File: config.mk
export PLATFORM = sky130hd
export DESIGN_NAME = bipolar_pulse_plating_sequencer_top
export DESIGN_NICKNAME = d
export VERILOG_FILES = /design/src/hw/rtl/bpps_pkg.sv /design/src/hw/rtl/bipolar_pulse_plating_sequencer_top.sv
export SDC_FILE = /design/constraint.sdc
export NUM_CORES = 1
export LEC_CHECK = 0
export BUFFER_PORTS_ARGS = -buffer_cell sky130_fd_sc_hd__buf_2
export CORE_MARGIN = 2
export CORE_UTILIZATION = 42
export CTS_CLUSTER_DIAMETER = 60
export CTS_CLUSTER_SIZE = 14
export DETAILED_ROUTE_END_ITERATION = 10
export SYNTH_ARGS = -nofsm -noshare
export SYNTH_HDL_FRONTEND = slang
export SYNTH_SLANG_ARGS = --single-unit
File: constraint.sdc
create_clock -name clock -period 12.7 [get_ports clock]
set_input_delay 0.635 -clock clock [delete_from_list [all_inputs] [get_ports clock]]
set_output_delay 0.635 -clock clock [all_outputs]
set_load 0.01 [all_outputs]
File: src/hw/rtl/bpps_pkg.sv
`timescale 1ns / 1ps

package bpps_pkg;

   localparam int LEN_W       = 17;
   localparam int LEVEL_W     = 6;
   localparam int RUN_MIN_W   = 7;
   localparam int CUR_W       = 14;
   localparam int SEC_W       = 6;
   localparam int MIN_W       = 8;
   localparam int ACTION_W    = 3;
   localparam int STATUS_W    = 3;
   localparam int CSR_INDEX_W = 3;
   localparam int CSR_DATA_W  = LEN_W;

   localparam int SAMPLE_BITS_DEFAULT = 10;

   localparam int CUR_LIMIT_RESET = 4500;
   localparam int SAMPLE_MULT     = 15;
   localparam int CUR_MAX         = 16383;
   localparam int SEC_MAX         = 59;
   localparam int MIN_MAX         = 255;

   typedef enum logic [2:0] {
      PH_IDLE     = 3'd0,
      PH_POS      = 3'd1,
      PH_POS_REST = 3'd2,
      PH_NEG      = 3'd3,
      PH_NEG_REST = 3'd4
   } phase_type;

   typedef enum logic [STATUS_W-1:0] {
      ST_IDLE   = 3'd0,
      ST_RUN    = 3'd1,
      ST_FINISH = 3'd2,
      ST_STOP   = 3'd3,
      ST_TRIP   = 3'd4
   } status_type;

   typedef enum logic [ACTION_W-1:0] {
      ACT_TICK_US  = 3'd0,
      ACT_TICK_SEC = 3'd1,
      ACT_START    = 3'd2,
      ACT_STOP     = 3'd3,
      ACT_SAMPLE   = 3'd4
   } action_type;

   typedef enum logic [CSR_INDEX_W-1:0] {
      REG_POS_PULSE     = 3'd0,
      REG_POS_REST      = 3'd1,
      REG_NEG_PULSE     = 3'd2,
      REG_NEG_REST      = 3'd3,
      REG_POS_LEVEL     = 3'd4,
      REG_NEG_LEVEL     = 3'd5,
      REG_RUN_MINUTES   = 3'd6,
      REG_CURRENT_LIMIT = 3'd7
   } csr_index_type;

endpackage

File: src/hw/rtl/bipolar_pulse_plating_sequencer_top.sv
`timescale 1ns / 1ps

// Pulse-reverse plating sequencer.
// Input channel (req_*): one beat per event: microsecond tick, second tick,
// start, stop key or a current sample (req_sample is used with the sample code).
// Result channel (rsp_*): exactly one beat per input beat, in order, carrying
// the pulse outputs, drive level, conversion request, run clock, latched
// current and run status as they stand after that event.
// Configuration (csr_*): one register written per cycle with csr_write_en;
// write only while the block holds no beat in flight.
// An accepted input beat goes first into the input register, then the whole
// state update is done in one pass into the result register. Throughput is
// one beat per cycle while rsp_stall is low, since the state update is
// combinational.
// When rsp_stall is high the result register holds; the input register still
// takes one more beat, after which req_stall rises until the result moves on.
// Reset clears the sequencer to idle with the run clock and current at zero,
// the phase lengths, levels and run length at zero and the current limit at
// 4500. The block accepts beats as soon as reset is released.

module bipolar_pulse_plating_sequencer_top #(
   parameter int SAMPLE_BITS = bpps_pkg::SAMPLE_BITS_DEFAULT
) (
   input  logic                              clock,
   input  logic                              reset,

   input  logic                              req_valid,
   output logic                              req_stall,
   input  logic [bpps_pkg::ACTION_W-1:0]     req_action,
   input  logic [SAMPLE_BITS-1:0]            req_sample,

   output logic                              rsp_valid,
   input  logic                              rsp_stall,
   output logic                              rsp_pulse_pos,
   output logic                              rsp_pulse_neg,
   output logic [bpps_pkg::LEVEL_W-1:0]      rsp_drive_level,
   output logic                              rsp_sample_request,
   output logic [bpps_pkg::MIN_W-1:0]        rsp_run_min,
   output logic [bpps_pkg::SEC_W-1:0]        rsp_run_sec,
   output logic [bpps_pkg::CUR_W-1:0]        rsp_current_scaled,
   output logic [bpps_pkg::STATUS_W-1:0]     rsp_status,

   input  logic                              csr_write_en,
   input  logic [bpps_pkg::CSR_INDEX_W-1:0]  csr_index,
   input  logic [bpps_pkg::CSR_DATA_W-1:0]   csr_wdata
);

   import bpps_pkg::*;

   localparam int PROD_W = SAMPLE_BITS + 4;
   localparam int EXT_W  = (PROD_W > CUR_W) ? PROD_W : CUR_W;

   // Configuration registers
   logic [LEN_W-1:0]     len_ff [4];
   logic [LEVEL_W-1:0]   pos_level_ff;
   logic [LEVEL_W-1:0]   neg_level_ff;
   logic [RUN_MIN_W-1:0] run_minutes_ff;
   logic [CUR_W-1:0]     current_limit_ff;

   // Input register
   logic                 in_valid_ff, in_valid_in;
   logic [ACTION_W-1:0]  in_action_ff;
   logic [SAMPLE_BITS-1:0] in_sample_ff;

   // Sequencer state
   phase_type            phase_ff, phase_in;
   logic [LEN_W-1:0]     count_ff, count_in;
   logic [SEC_W-1:0]     sec_ff, sec_in;
   logic [MIN_W-1:0]     min_ff, min_in;
   logic [SEC_W-1:0]     latched_sec_ff, latched_sec_in;
   logic [CUR_W-1:0]     current_ff, current_in;
   logic [SAMPLE_BITS-1:0] pending_ff, pending_in;
   logic                 sample_valid_ff, sample_valid_in;
   logic                 stop_ff, stop_in;
   status_type           status_ff, status_in;
   logic                 sample_req_in;

   // Result register
   logic                 rsp_valid_ff, rsp_valid_in;
   logic                 rsp_pulse_pos_ff, rsp_pulse_pos_in;
   logic                 rsp_pulse_neg_ff, rsp_pulse_neg_in;
   logic [LEVEL_W-1:0]   rsp_level_ff, rsp_level_in;
   logic                 rsp_sample_req_ff;
   logic [MIN_W-1:0]     rsp_min_ff;
   logic [SEC_W-1:0]     rsp_sec_ff;
   logic [CUR_W-1:0]     rsp_current_ff;
   logic [STATUS_W-1:0]  rsp_status_ff;

   logic                 advance;
   logic                 process;
   logic                 running;
   logic [LEN_W-1:0]     count_inc;
   logic [LEN_W-1:0]     cur_len;
   logic [3:0]           len_nz;
   logic                 after_found;
   phase_type            after_phase;
   logic                 any_found;
   phase_type            any_phase;
   logic [PROD_W-1:0]    prod;
   logic [EXT_W-1:0]     prod_ext;
   logic [CUR_W-1:0]     prod_sat;
   logic                 do_period;

   // Handshake: the input register refills whenever its beat moves on.
   assign advance     = !rsp_valid_ff || !rsp_stall;
   assign process     = in_valid_ff && advance;
   assign req_stall   = in_valid_ff && !advance;
   assign in_valid_in = (req_valid && !req_stall) ? 1'b1 : (advance ? 1'b0 : in_valid_ff);
   assign rsp_valid_in = advance ? in_valid_ff : rsp_valid_ff;

   assign running   = (status_ff == ST_RUN);
   assign count_inc = count_ff + LEN_W'(1);

   always_comb begin
      case (phase_ff)
         PH_POS:      cur_len = len_ff[0];
         PH_POS_REST: cur_len = len_ff[1];
         PH_NEG:      cur_len = len_ff[2];
         PH_NEG_REST: cur_len = len_ff[3];
         default:     cur_len = '0;
      endcase
   end

   always_comb begin
      for (int i = 0; i < 4; i++) begin
         len_nz[i] = (len_ff[i] != '0);
      end
   end

   // First nonzero phase after the current one, and first nonzero phase overall.
   always_comb begin
      after_found = 1'b0;
      after_phase = PH_NEG_REST;
      any_found   = 1'b0;
      any_phase   = PH_NEG_REST;
      for (int q = 0; q < 4; q++) begin
         if (!after_found && len_nz[q] && (3'(q + 1) > 3'(phase_ff))) begin
            after_found = 1'b1;
            after_phase = phase_type'(3'(q + 1));
         end
         if (!any_found && len_nz[q]) begin
            any_found = 1'b1;
            any_phase = phase_type'(3'(q + 1));
         end
      end
   end

   // Scaled current candidate, saturated to the field width.
   assign prod     = PROD_W'(pending_ff) * PROD_W'(SAMPLE_MULT);
   assign prod_ext = EXT_W'(prod);
   assign prod_sat = (prod_ext > EXT_W'(CUR_MAX)) ? CUR_W'(CUR_MAX) : prod_ext[CUR_W-1:0];

   // Next-state logic
   always_comb begin
      phase_in        = phase_ff;
      count_in        = count_ff;
      sec_in          = sec_ff;
      min_in          = min_ff;
      latched_sec_in  = latched_sec_ff;
      current_in      = current_ff;
      pending_in      = pending_ff;
      sample_valid_in = sample_valid_ff;
      stop_in         = stop_ff;
      status_in       = status_ff;
      sample_req_in   = 1'b0;
      do_period       = 1'b0;

      case (action_type'(in_action_ff))
         ACT_TICK_US: begin
            if (running && phase_ff != PH_IDLE) begin
               count_in = count_inc;
               if (count_inc >= cur_len || count_inc == '0) begin
                  sample_req_in = (phase_ff == PH_POS) || (phase_ff == PH_NEG);
                  if (after_found) begin
                     phase_in = after_phase;
                     count_in = '0;
                  end else begin
                     do_period = 1'b1;
                  end
               end
            end
         end
         ACT_TICK_SEC: begin
            if (running) begin
               if (sec_ff < SEC_W'(SEC_MAX)) begin
                  sec_in = sec_ff + SEC_W'(1);
               end else begin
                  sec_in = '0;
                  if (min_ff != MIN_W'(MIN_MAX)) begin
                     min_in = min_ff + MIN_W'(1);
                  end
               end
            end
         end
         ACT_START: begin
            if (!running) begin
               status_in       = ST_RUN;
               sec_in          = '0;
               min_in          = '0;
               current_in      = '0;
               pending_in      = '0;
               sample_valid_in = 1'b0;
               stop_in         = 1'b0;
               do_period       = 1'b1;
            end
         end
         ACT_STOP: begin
            if (running) begin
               stop_in = 1'b1;
            end
         end
         ACT_SAMPLE: begin
            pending_in      = in_sample_ff;
            sample_valid_in = 1'b1;
         end
         default: begin
         end
      endcase

      // Period start: latch the current once per second, then check the run ends.
      if (do_period) begin
         if (latched_sec_ff != sec_in) begin
            latched_sec_in = sec_in;
            if (sample_valid_in) begin
               current_in      = prod_sat;
               sample_valid_in = 1'b0;
               pending_in      = '0;
            end
         end
         count_in = '0;
         if (current_in >= current_limit_ff) begin
            status_in = ST_TRIP;
            phase_in  = PH_IDLE;
            stop_in   = 1'b0;
            sec_in    = '0;
            min_in    = '0;
         end else if (stop_in) begin
            status_in = ST_STOP;
            phase_in  = PH_IDLE;
            stop_in   = 1'b0;
            sec_in    = '0;
            min_in    = '0;
         end else if (min_in >= MIN_W'(run_minutes_ff)) begin
            status_in = ST_FINISH;
            phase_in  = PH_IDLE;
            stop_in   = 1'b0;
         end else begin
            phase_in = any_found ? any_phase : PH_NEG_REST;
         end
      end
   end

   // Result outputs from the updated state
   always_comb begin
      rsp_pulse_pos_in = (status_in == ST_RUN) && (phase_in == PH_POS);
      rsp_pulse_neg_in = (status_in == ST_RUN) && (phase_in == PH_NEG);
      if (rsp_pulse_pos_in) begin
         rsp_level_in = pos_level_ff;
      end else if (rsp_pulse_neg_in) begin
         rsp_level_in = neg_level_ff;
      end else begin
         rsp_level_in = '0;
      end
   end

   // Configuration writes
   always_ff @(posedge clock) begin
      if (reset) begin
         for (int i = 0; i < 4; i++) begin
            len_ff[i] <= '0;
         end
         pos_level_ff     <= '0;
         neg_level_ff     <= '0;
         run_minutes_ff   <= '0;
         current_limit_ff <= CUR_W'(CUR_LIMIT_RESET);
      end else if (csr_write_en) begin
         case (csr_index_type'(csr_index))
            REG_POS_PULSE:     len_ff[0]        <= csr_wdata;
            REG_POS_REST:      len_ff[1]        <= csr_wdata;
            REG_NEG_PULSE:     len_ff[2]        <= csr_wdata;
            REG_NEG_REST:      len_ff[3]        <= csr_wdata;
            REG_POS_LEVEL:     pos_level_ff     <= csr_wdata[LEVEL_W-1:0];
            REG_NEG_LEVEL:     neg_level_ff     <= csr_wdata[LEVEL_W-1:0];
            REG_RUN_MINUTES:   run_minutes_ff   <= csr_wdata[RUN_MIN_W-1:0];
            REG_CURRENT_LIMIT: current_limit_ff <= csr_wdata[CUR_W-1:0];
            default: begin
            end
         endcase
      end
   end

   // Control state
   always_ff @(posedge clock) begin
      if (reset) begin
         in_valid_ff     <= 1'b0;
         rsp_valid_ff    <= 1'b0;
         phase_ff        <= PH_IDLE;
         count_ff        <= '0;
         sec_ff          <= '0;
         min_ff          <= '0;
         latched_sec_ff  <= '0;
         current_ff      <= '0;
         pending_ff      <= '0;
         sample_valid_ff <= 1'b0;
         stop_ff         <= 1'b0;
         status_ff       <= ST_IDLE;
      end else begin
         in_valid_ff  <= in_valid_in;
         rsp_valid_ff <= rsp_valid_in;
         if (process) begin
            phase_ff        <= phase_in;
            count_ff        <= count_in;
            sec_ff          <= sec_in;
            min_ff          <= min_in;
            latched_sec_ff  <= latched_sec_in;
            current_ff      <= current_in;
            pending_ff      <= pending_in;
            sample_valid_ff <= sample_valid_in;
            stop_ff         <= stop_in;
            status_ff       <= status_in;
         end
      end
   end

   // Payload registers
   always_ff @(posedge clock) begin
      if (req_valid && !req_stall) begin
         in_action_ff <= req_action;
         in_sample_ff <= req_sample;
      end
      if (process) begin
         rsp_pulse_pos_ff  <= rsp_pulse_pos_in;
         rsp_pulse_neg_ff  <= rsp_pulse_neg_in;
         rsp_level_ff      <= rsp_level_in;
         rsp_sample_req_ff <= sample_req_in;
         rsp_min_ff        <= min_in;
         rsp_sec_ff        <= sec_in;
         rsp_current_ff    <= current_in;
         rsp_status_ff     <= status_in;
      end
   end

   assign rsp_valid          = rsp_valid_ff;
   assign rsp_pulse_pos      = rsp_pulse_pos_ff;
   assign rsp_pulse_neg      = rsp_pulse_neg_ff;
   assign rsp_drive_level    = rsp_level_ff;
   assign rsp_sample_request = rsp_sample_req_ff;
   assign rsp_run_min        = rsp_min_ff;
   assign rsp_run_sec        = rsp_sec_ff;
   assign rsp_current_scaled = rsp_current_ff;
   assign rsp_status         = rsp_status_ff;

   // A phase is active exactly while the run is in progress.
   assert property (@(posedge clock) disable iff (reset)
      (status_ff == ST_RUN) == (phase_ff != PH_IDLE))
      else $error("phase and run status disagree");

   // A trip or a stop leaves the run clock cleared.
   assert property (@(posedge clock) disable iff (reset)
      (status_ff == ST_TRIP || status_ff == ST_STOP) |-> (sec_ff == '0 && min_ff == '0))
      else $error("run clock not cleared after trip or stop");

   // Both polarities are never driven in the same result beat.
   assert property (@(posedge clock) disable iff (reset)
      rsp_valid_ff |-> !(rsp_pulse_pos_ff && rsp_pulse_neg_ff))
      else $error("both pulse outputs active");

   // A nonzero drive level only appears during a pulse of a running block.
   assert property (@(posedge clock) disable iff (reset)
      (rsp_valid_ff && rsp_level_ff != '0) |->
         ((rsp_pulse_pos_ff || rsp_pulse_neg_ff) && rsp_status_ff == ST_RUN))
      else $error("drive level outside a pulse");

   // A stalled result beat is not overwritten by the beat behind it.
   assert property (@(posedge clock) disable iff (reset)
      (rsp_valid_ff && rsp_stall) |=> (rsp_valid_ff && $stable(rsp_status_ff)))
      else $error("stalled result beat changed");

endmodule

Word level (Yosys, flattened, before mapping)
Memory sizes are Yosys's and may differ from the RTL's. Index checks and enable logic that the tools add are counted.

Input bits: 38. Logic and storage cells: 215. Memories kept: 1. RAM bits: 68. Output and inout bits: 42. Flip-flop bits (word level): 157.

Bitwise logic cells: 4. Equality and inequality tests: 21. Multipliers: 1. Order comparisons: 9. Multiplexer cells: 103. $add $sub $neg: 3. Reductions and logical operators: 47.

Memory list: len_ff (words 4, bits a word 17, read ports 4, clocked after memory_dff 0, write ports 4, line bipolar_pulse_plating_sequencer_top.sv:54) `logic [LEN_W-1:0] len_ff [4];`.

Operators by type and width (count): $mux 17 (9); $mux 14 (7); $mux 3 (23); $pmux 17 s4 (1); $reduce_bool 17->1 (4); $mux 8 (7); $mux 6 (8); $mux 10 (4); $mux 1 (38); $eq 3x2->1 const B (7); $pmux 10 s2 (1); $eq 3x1->1 const B (6); $eq 3x3->1 const B (6); $add 17x1->17 const B (1); $ge 17x17->1 (1); $logic_not 17->1 (1); $logic_and 1x1->1 (16); $pmux 8 s2 (1); $ge 14x14->1 (1); $gt 14x14->1 const B (1); $mul 10x4->14 const B (1); $pmux 6 s2 (1); $logic_not 1->1 (10); $reduce_and 3->1 (3); other kinds (16) (30).

Depth between registers and ports, before layout
Depth in word-level cells: 27. Mapped depth: 26. Depth with buffers taken out: 25.

Worst setup path before layout
OpenSTA, ideal clock, no wires.

Path kind: flip-flop to flip-flop. Start: register pending_ff[1]. End: register rsp_pulse_pos_ff, in the netlist rsp_pulse_pos, data pin. Data required time: 12.424 ns. Arrival: 5.249 ns. Stages on the path, launching flop included: 25. Period minus slack after synthesis: 5.525 ns. Library setup time: 0.276 ns. Slack: 7.175 ns. Buffers on the path: 1. Cells stage by stage: dfxtp_1 > inv_1 > fa_1 > fa_1 > inv_1 > ha_1 > a21oi_1 > o21ai_0 > o41ai_1 > nor2_1 > a211oi_1 > o21ai_0 > xor2_1 > a21o_1 > ha_1 > o21ai_0 > nor2_1 > nor3_1 > o31ai_1 > nor3b_1 > nand2_1 > a221oi_1 > buf_2 > nor2_1 > nor3b_1.

Cells in the longest elaborated chain, start to end: 11. Elaborated cells between the ends (all ways): 14. Classes of those cells: mul: 1; order compare: 2; eq/ne: 2; mux: 8; reduce/logical: 1.

RTL lines: start: declaration (line bipolar_pulse_plating_sequencer_top.sv:72) `logic [SAMPLE_BITS-1:0] pending_ff, pending_in;`; start signal: assignment (line bipolar_pulse_plating_sequencer_top.sv:317) `pending_ff <= pending_in;`; $mul 10x4->14 (*) (line bipolar_pulse_plating_sequencer_top.sv:149) `assign prod = PROD_W'(pending_ff) * PROD_W'(SAMPLE_MULT);`; $gt 14x14->1 (line bipolar_pulse_plating_sequencer_top.sv:151) `assign prod_sat = (prod_ext > EXT_W'(CUR_MAX)) ? CUR_W'(CUR_MAX) : prod_ext[CUR_W-1:0];`; $mux 14 (*) (line bipolar_pulse_plating_sequencer_top.sv:151); $mux 14 (*) (line bipolar_pulse_plating_sequencer_top.sv:224) `if (sample_valid_in) begin`; $mux 14 (*) (line bipolar_pulse_plating_sequencer_top.sv:222) `if (latched_sec_ff != sec_in) begin`; $mux 14 (*) (line bipolar_pulse_plating_sequencer_top.sv:221) `if (do_period) begin`; $ge 14x14->1 (*) (line bipolar_pulse_plating_sequencer_top.sv:231) `if (current_in >= current_limit_ff) begin`; $mux 3 (line bipolar_pulse_plating_sequencer_top.sv:231); $mux 3 (line bipolar_pulse_plating_sequencer_top.sv:221); $eq 3x1->1 (line bipolar_pulse_plating_sequencer_top.sv:255) `rsp_pulse_pos_in = (status_in == ST_RUN) && (phase_in == PH_POS);`; $logic_and 1x1->1 (*) (line bipolar_pulse_plating_sequencer_top.sv:255); named net rsp_pulse_pos_in (line bipolar_pulse_plating_sequencer_top.sv:80) `logic rsp_pulse_pos_ff, rsp_pulse_pos_in;`; end signal: assignment (line bipolar_pulse_plating_sequencer_top.sv:332) `rsp_pulse_pos_ff <= rsp_pulse_pos_in;`; end: declaration (line bipolar_pulse_plating_sequencer_top.sv:80).

The timed path passes the listed nets; every way through them passes the cells marked *. The select of a mux whose other input is x is not followed. A chain may end at the register's enable or synchronous reset.

Worst setup path after layout
Start: register in_action_ff[2]. End: register rsp_pulse_pos_ff, in the netlist rsp_pulse_pos, data pin.

Cells in the longest elaborated chain, start to end: 10. Elaborated cells between the ends (all ways): 30. Classes of those cells: order compare: 2; eq/ne: 7; mux: 19; reduce/logical: 2.

RTL lines: start: declaration (line bipolar_pulse_plating_sequencer_top.sv:62) `logic [ACTION_W-1:0] in_action_ff;`; start signal: assignment (line bipolar_pulse_plating_sequencer_top.sv:328) `in_action_ff <= req_action;`; $eq 3x2->1 (tied with other cells) (line bipolar_pulse_plating_sequencer_top.sv:168) `case (action_type'(in_action_ff))`; $pmux 6 s2 (tied with other cells) (line bipolar_pulse_plating_sequencer_top.sv:168); $ne 6x6->1 or $mux 14 (tied branches) (line bipolar_pulse_plating_sequencer_top.sv:222, bipolar_pulse_plating_sequencer_top.sv:224); $mux 14 (line bipolar_pulse_plating_sequencer_top.sv:222); $mux 14 (line bipolar_pulse_plating_sequencer_top.sv:221); $ge 14x14->1 (line bipolar_pulse_plating_sequencer_top.sv:231); $mux 3 (line bipolar_pulse_plating_sequencer_top.sv:231); $mux 3 (line bipolar_pulse_plating_sequencer_top.sv:221); $eq 3x1->1 (line bipolar_pulse_plating_sequencer_top.sv:255); $logic_and 1x1->1 (*) (line bipolar_pulse_plating_sequencer_top.sv:255); named net rsp_pulse_pos_in (line bipolar_pulse_plating_sequencer_top.sv:80).

Marked as above.

==> results by group <==
Synthesis
  • Most used DFF post-synth: edfxtp_1
  • Synth unique cells: 75
  • Largest family of logic cells by synthesized area: simple AND/OR/NAND/NOR gates
  • Post-Syn Nets: 1330
  • Simple-gate share of the synthesized area: 18.59%
  • Cells after synthesis: 1215
  • Mux cell area share after synthesis: 2.383%
  • Syn Area/Cell: 10.07 µm²
  • Ys async rst share: 0%
  • Synth warn: 0
  • Flops & latches, synth: 225
  • Register area share after synthesis: 46.73%
  • Compound-cell area share of the yosys netlist: 16.86%
  • Synth Cell Area: 12230 µm²
  • Adder-cell share of the synthesized area: 8.920%
  • XOR/XNOR share of the synthesized area: 2.435%
  • EDFF count, synth: 121

GRT
  • Initial antenna violation count: 1
  • Total gr overflow: 0
  • First-pass GRT wire length: 48260 µm
  • Vias in the first global route: 9058
  • Pin count of the biggest net entering global routing: 66
  • Global Route Usage Sum: 19.67%

STA
  • Hold Slack: 0.2885 ns
  • Max Slew Vio Count: 0
  • Setup tns final: 0 ns
  • Setup Skew: 0.01261 ns
  • Period utilization: 55.11%
  • RSZ-0062 raised after global routing: no
  • Post-layout minimum cycle time: 6.999 ns
  • Worst slew margin: 14.91%
  • Final setup fails: 0
  • Tightest Pin Transition: 1.271 ns
  • Fmax: 142.9 MHz
  • Final Hold Viols: 0

Clock tree
  • Clk sinks: 225
  • Post-CTS Repair Setup Buffers: 0
  • Clk buf depth: 3
  • Post-CTS Resized: 0
  • CTS tree: built
  • CTS clk-pin slew, worst paths: 0.06 ns
  • H-tree Lvls: 1
  • Hold Buf Count CTS: 0
  • Skew-Pair Late Insertion Delay: 0.52 ns
  • Root Driver: clkbuf_16
  • Num CTS Buffers: 23

Pwr
  • Logic pwr share: 7.6%
  • PD cells: 115.8 nW/µm²
  • Sw Pwr: 388.6 µW
  • Sequential group share of total power: 51.1%
  • Int Power: 1196 µW
  • Clock share of power: 41.3%
  • Total chip power: 1585 µW
  • Leak pwr: 0.005359 µW
  • Net Sw Frac: 24.52%
  • Worst VDD drop: 78.96 µV

Place
  • Final estimated routing congestion in global placement: 0.8338
  • Placed instance area: 12970 µm²
  • PortBufs: 79
  • Post-DP HPWL: 21450 µm

Routing
  • Post-route ant nets: 0
  • Via density: 5.600
  • Wire per inst: 18.12 µm
  • Vias: 9341
  • DRT iter0 DRCs: 597
  • 1st-pass router iterations: 5
  • DRC: 0
  • Routed wire length: 30230 µm

Final layout
  • Most frequent cells in the layout: 121 x edfxtp_1, 108 x nand2_1, 104 x dfxtp_1
  • Share of cells above drive strength 1: 11.84%
  • Final Cell Area: 13690 µm²
  • Antenna cells: 0
  • Layout area overhead: 11.89%
  • Commonest non-fill, non-tap cell in the layout: edfxtp_1
  • Nets: 1382

Worst setup path
  • Critical R2R Capture: rsp_pulse_pos
  • Worst-path fanout max: 21
  • Critical path startpoint: in_action_ff[2]
  • Critical path class: reg -> reg
  • Worst R2R Start: in_action_ff[2]
  • Reg2Reg Depth: 19
  • Critical Path RT: 12.94 ns
  • CP arrival: 7.24 ns
  • Worst Setup End Kind: flip-flop
  • R2R Setup Slk: 5.70 ns
  • Nature of the critical path startpoint: flip-flop

Floorplanning
  • Die ar.: 30500 µm²
  • Row count: 62
  • # IOs: 80
  • Die height: 174.7 µm
  • Die width: 174.7 µm
  • Initial Util: 42.62%
  • Core box area: 28700 µm²

Outcome
  • Status: finished, final reports clean

Job
  • Max Cap Viol: 0

Min path
  • Endpoint, Worst Hold: in_sample_ff[7]
  • Hold wc startpoint: req_sample[7]
  • Cell depth of the worst hold path: 1
  • HP Class: in -> reg
## worst max-delay path: stages, from the launching register on
cell and delay, ns:
edfxtp_1 0.45, nand2b_1 0.26, or3_1 0.72, nand2_1 0.20, mux2i_1 0.08, a2111oi_0 0.79
and3_1 0.38, o21a_1 0.45, nand2_1 0.10, nand2_1 0.08, ha_1 0.25, a211oi_1 0.25
nand2_1 0.11, nor4_1 0.31, o31ai_1 0.27, nor3b_1 0.50, nand2_1 0.14, a221oi_1 1.00
nor2_1 0.17, nor3b_1 0.21
## state kept, by name, indices dropped and copies added (netlist names), 6 cells and up
| register | cells |
|---|---|
| pending_ff | 10 |
| sec_ff | 6 |
| min_ff | 8 |
| current_ff | 14 |
| current_limit_ff | 14 |
| rsp_run_sec | 6 |
| latched_sec_ff | 6 |
| count_ff | 17 |
| rsp_run_min | 8 |
| rsp_drive_level | 6 |
| len_ff | 68 |
| in_sample_ff | 10 |
| neg_level_ff | 6 |
| pos_level_ff | 6 |
| run_minutes_ff | 7 |
| rsp_current_scaled | 14 |
## stage by stage
| stage | setup slack [ns] | std cells | utilization [%] |
|---|---|---|---|
| 3_5_place_dp | 5.832 | 1626 | 45.20 |
| 2_1_floorplan | 7.175 | 1215 | - |
| 4_1_cts | 5.797 | 1668 | 47.68 |
| 3_3_place_gp | 6.136 | 1626 | 45.20 |
| 5_1_grt | 4.970 | 1668 | 47.68 |
| 6_report | 5.701 | 1668 | 47.68 |
## power by group through the flow
stage	clock network (µW)	logic [µW]	registers [µW]
finish	655	120	810
global route	694	133	812
CTS	671	121	810
detailed placement	0	121	825
global placement	0	119	825
floorplan	0	73.9	822
## metal layers
| layer | track usage [%] | vias up | share of wire, % |
|---|---|---|---|
| met5 | 0 | - | 0 |
| met4 | 5.347 | 0 | 2.1 |
| met3 | 2.611 | 39 | 5.1 |
| met2 | 31.51 | 218 | 45 |
| met1 | 28.08 | 4527 | 47 |
| li1 | - | 4557 | - |
## cell type report
type / instances / area (µm²)
Clock buffer: 32 / 609.3
Tap cell: 384 / 480.5
Multi-Input combinational cell: 865 / 6062
Inverter: 61 / 229.0
Clock inverter: 10 / 103.9
Timing Repair Buffer: 91 / 485.5
Fill cell: 2741 / 15020
Sequential cell: 225 / 5715
## worst max-delay path by stage
stage,endpoint,slack [ns],depth (start not counted)
4_1_cts,rsp_drive_level[3],5.80,19
3_3_place_gp,rsp_pulse_pos,6.14,23
3_5_place_dp,rsp_drive_level[3],5.83,19
2_1_floorplan,rsp_pulse_pos,7.17,24
6_report,rsp_pulse_pos,5.70,19
5_1_grt,rsp_drive_level[0],4.97,23
## cells by family after synthesis
kind of cell	count (synthesis)
AND/OR/NAND/NOR	441
XOR/XNOR	34
flip-flops	225
AO/OA/AOI/OAI	284
multiplexers	29
buffers and inverters	125
adder cells (fa/ha/maj)	77
## synth_stat cells (all sizes together), types with 15 or more instances
cell	n	area (µm²)
a211oi	19	147.6
a21oi	47	235.2
a221oi	17	148.9
a22o	55	481.7
and2	73	456.7
and3	17	106.4
buf	19	101.4
clkbuf	45	170.2
dfxtp	104	2082
edfxtp	121	3633
fa	17	340.3
ha	60	750.7
inv	61	229.0
mux2i	28	280.3
nand2	108	405.4
nand3	34	187.7
nand4	15	93.84
nor2	90	340.3
nor2b	18	112.6
nor3	26	140.1
nor4	22	150.1
o21ai	52	264.0
xnor2	22	192.7
No activity file was read; power rests on OpenSTA's default activity.
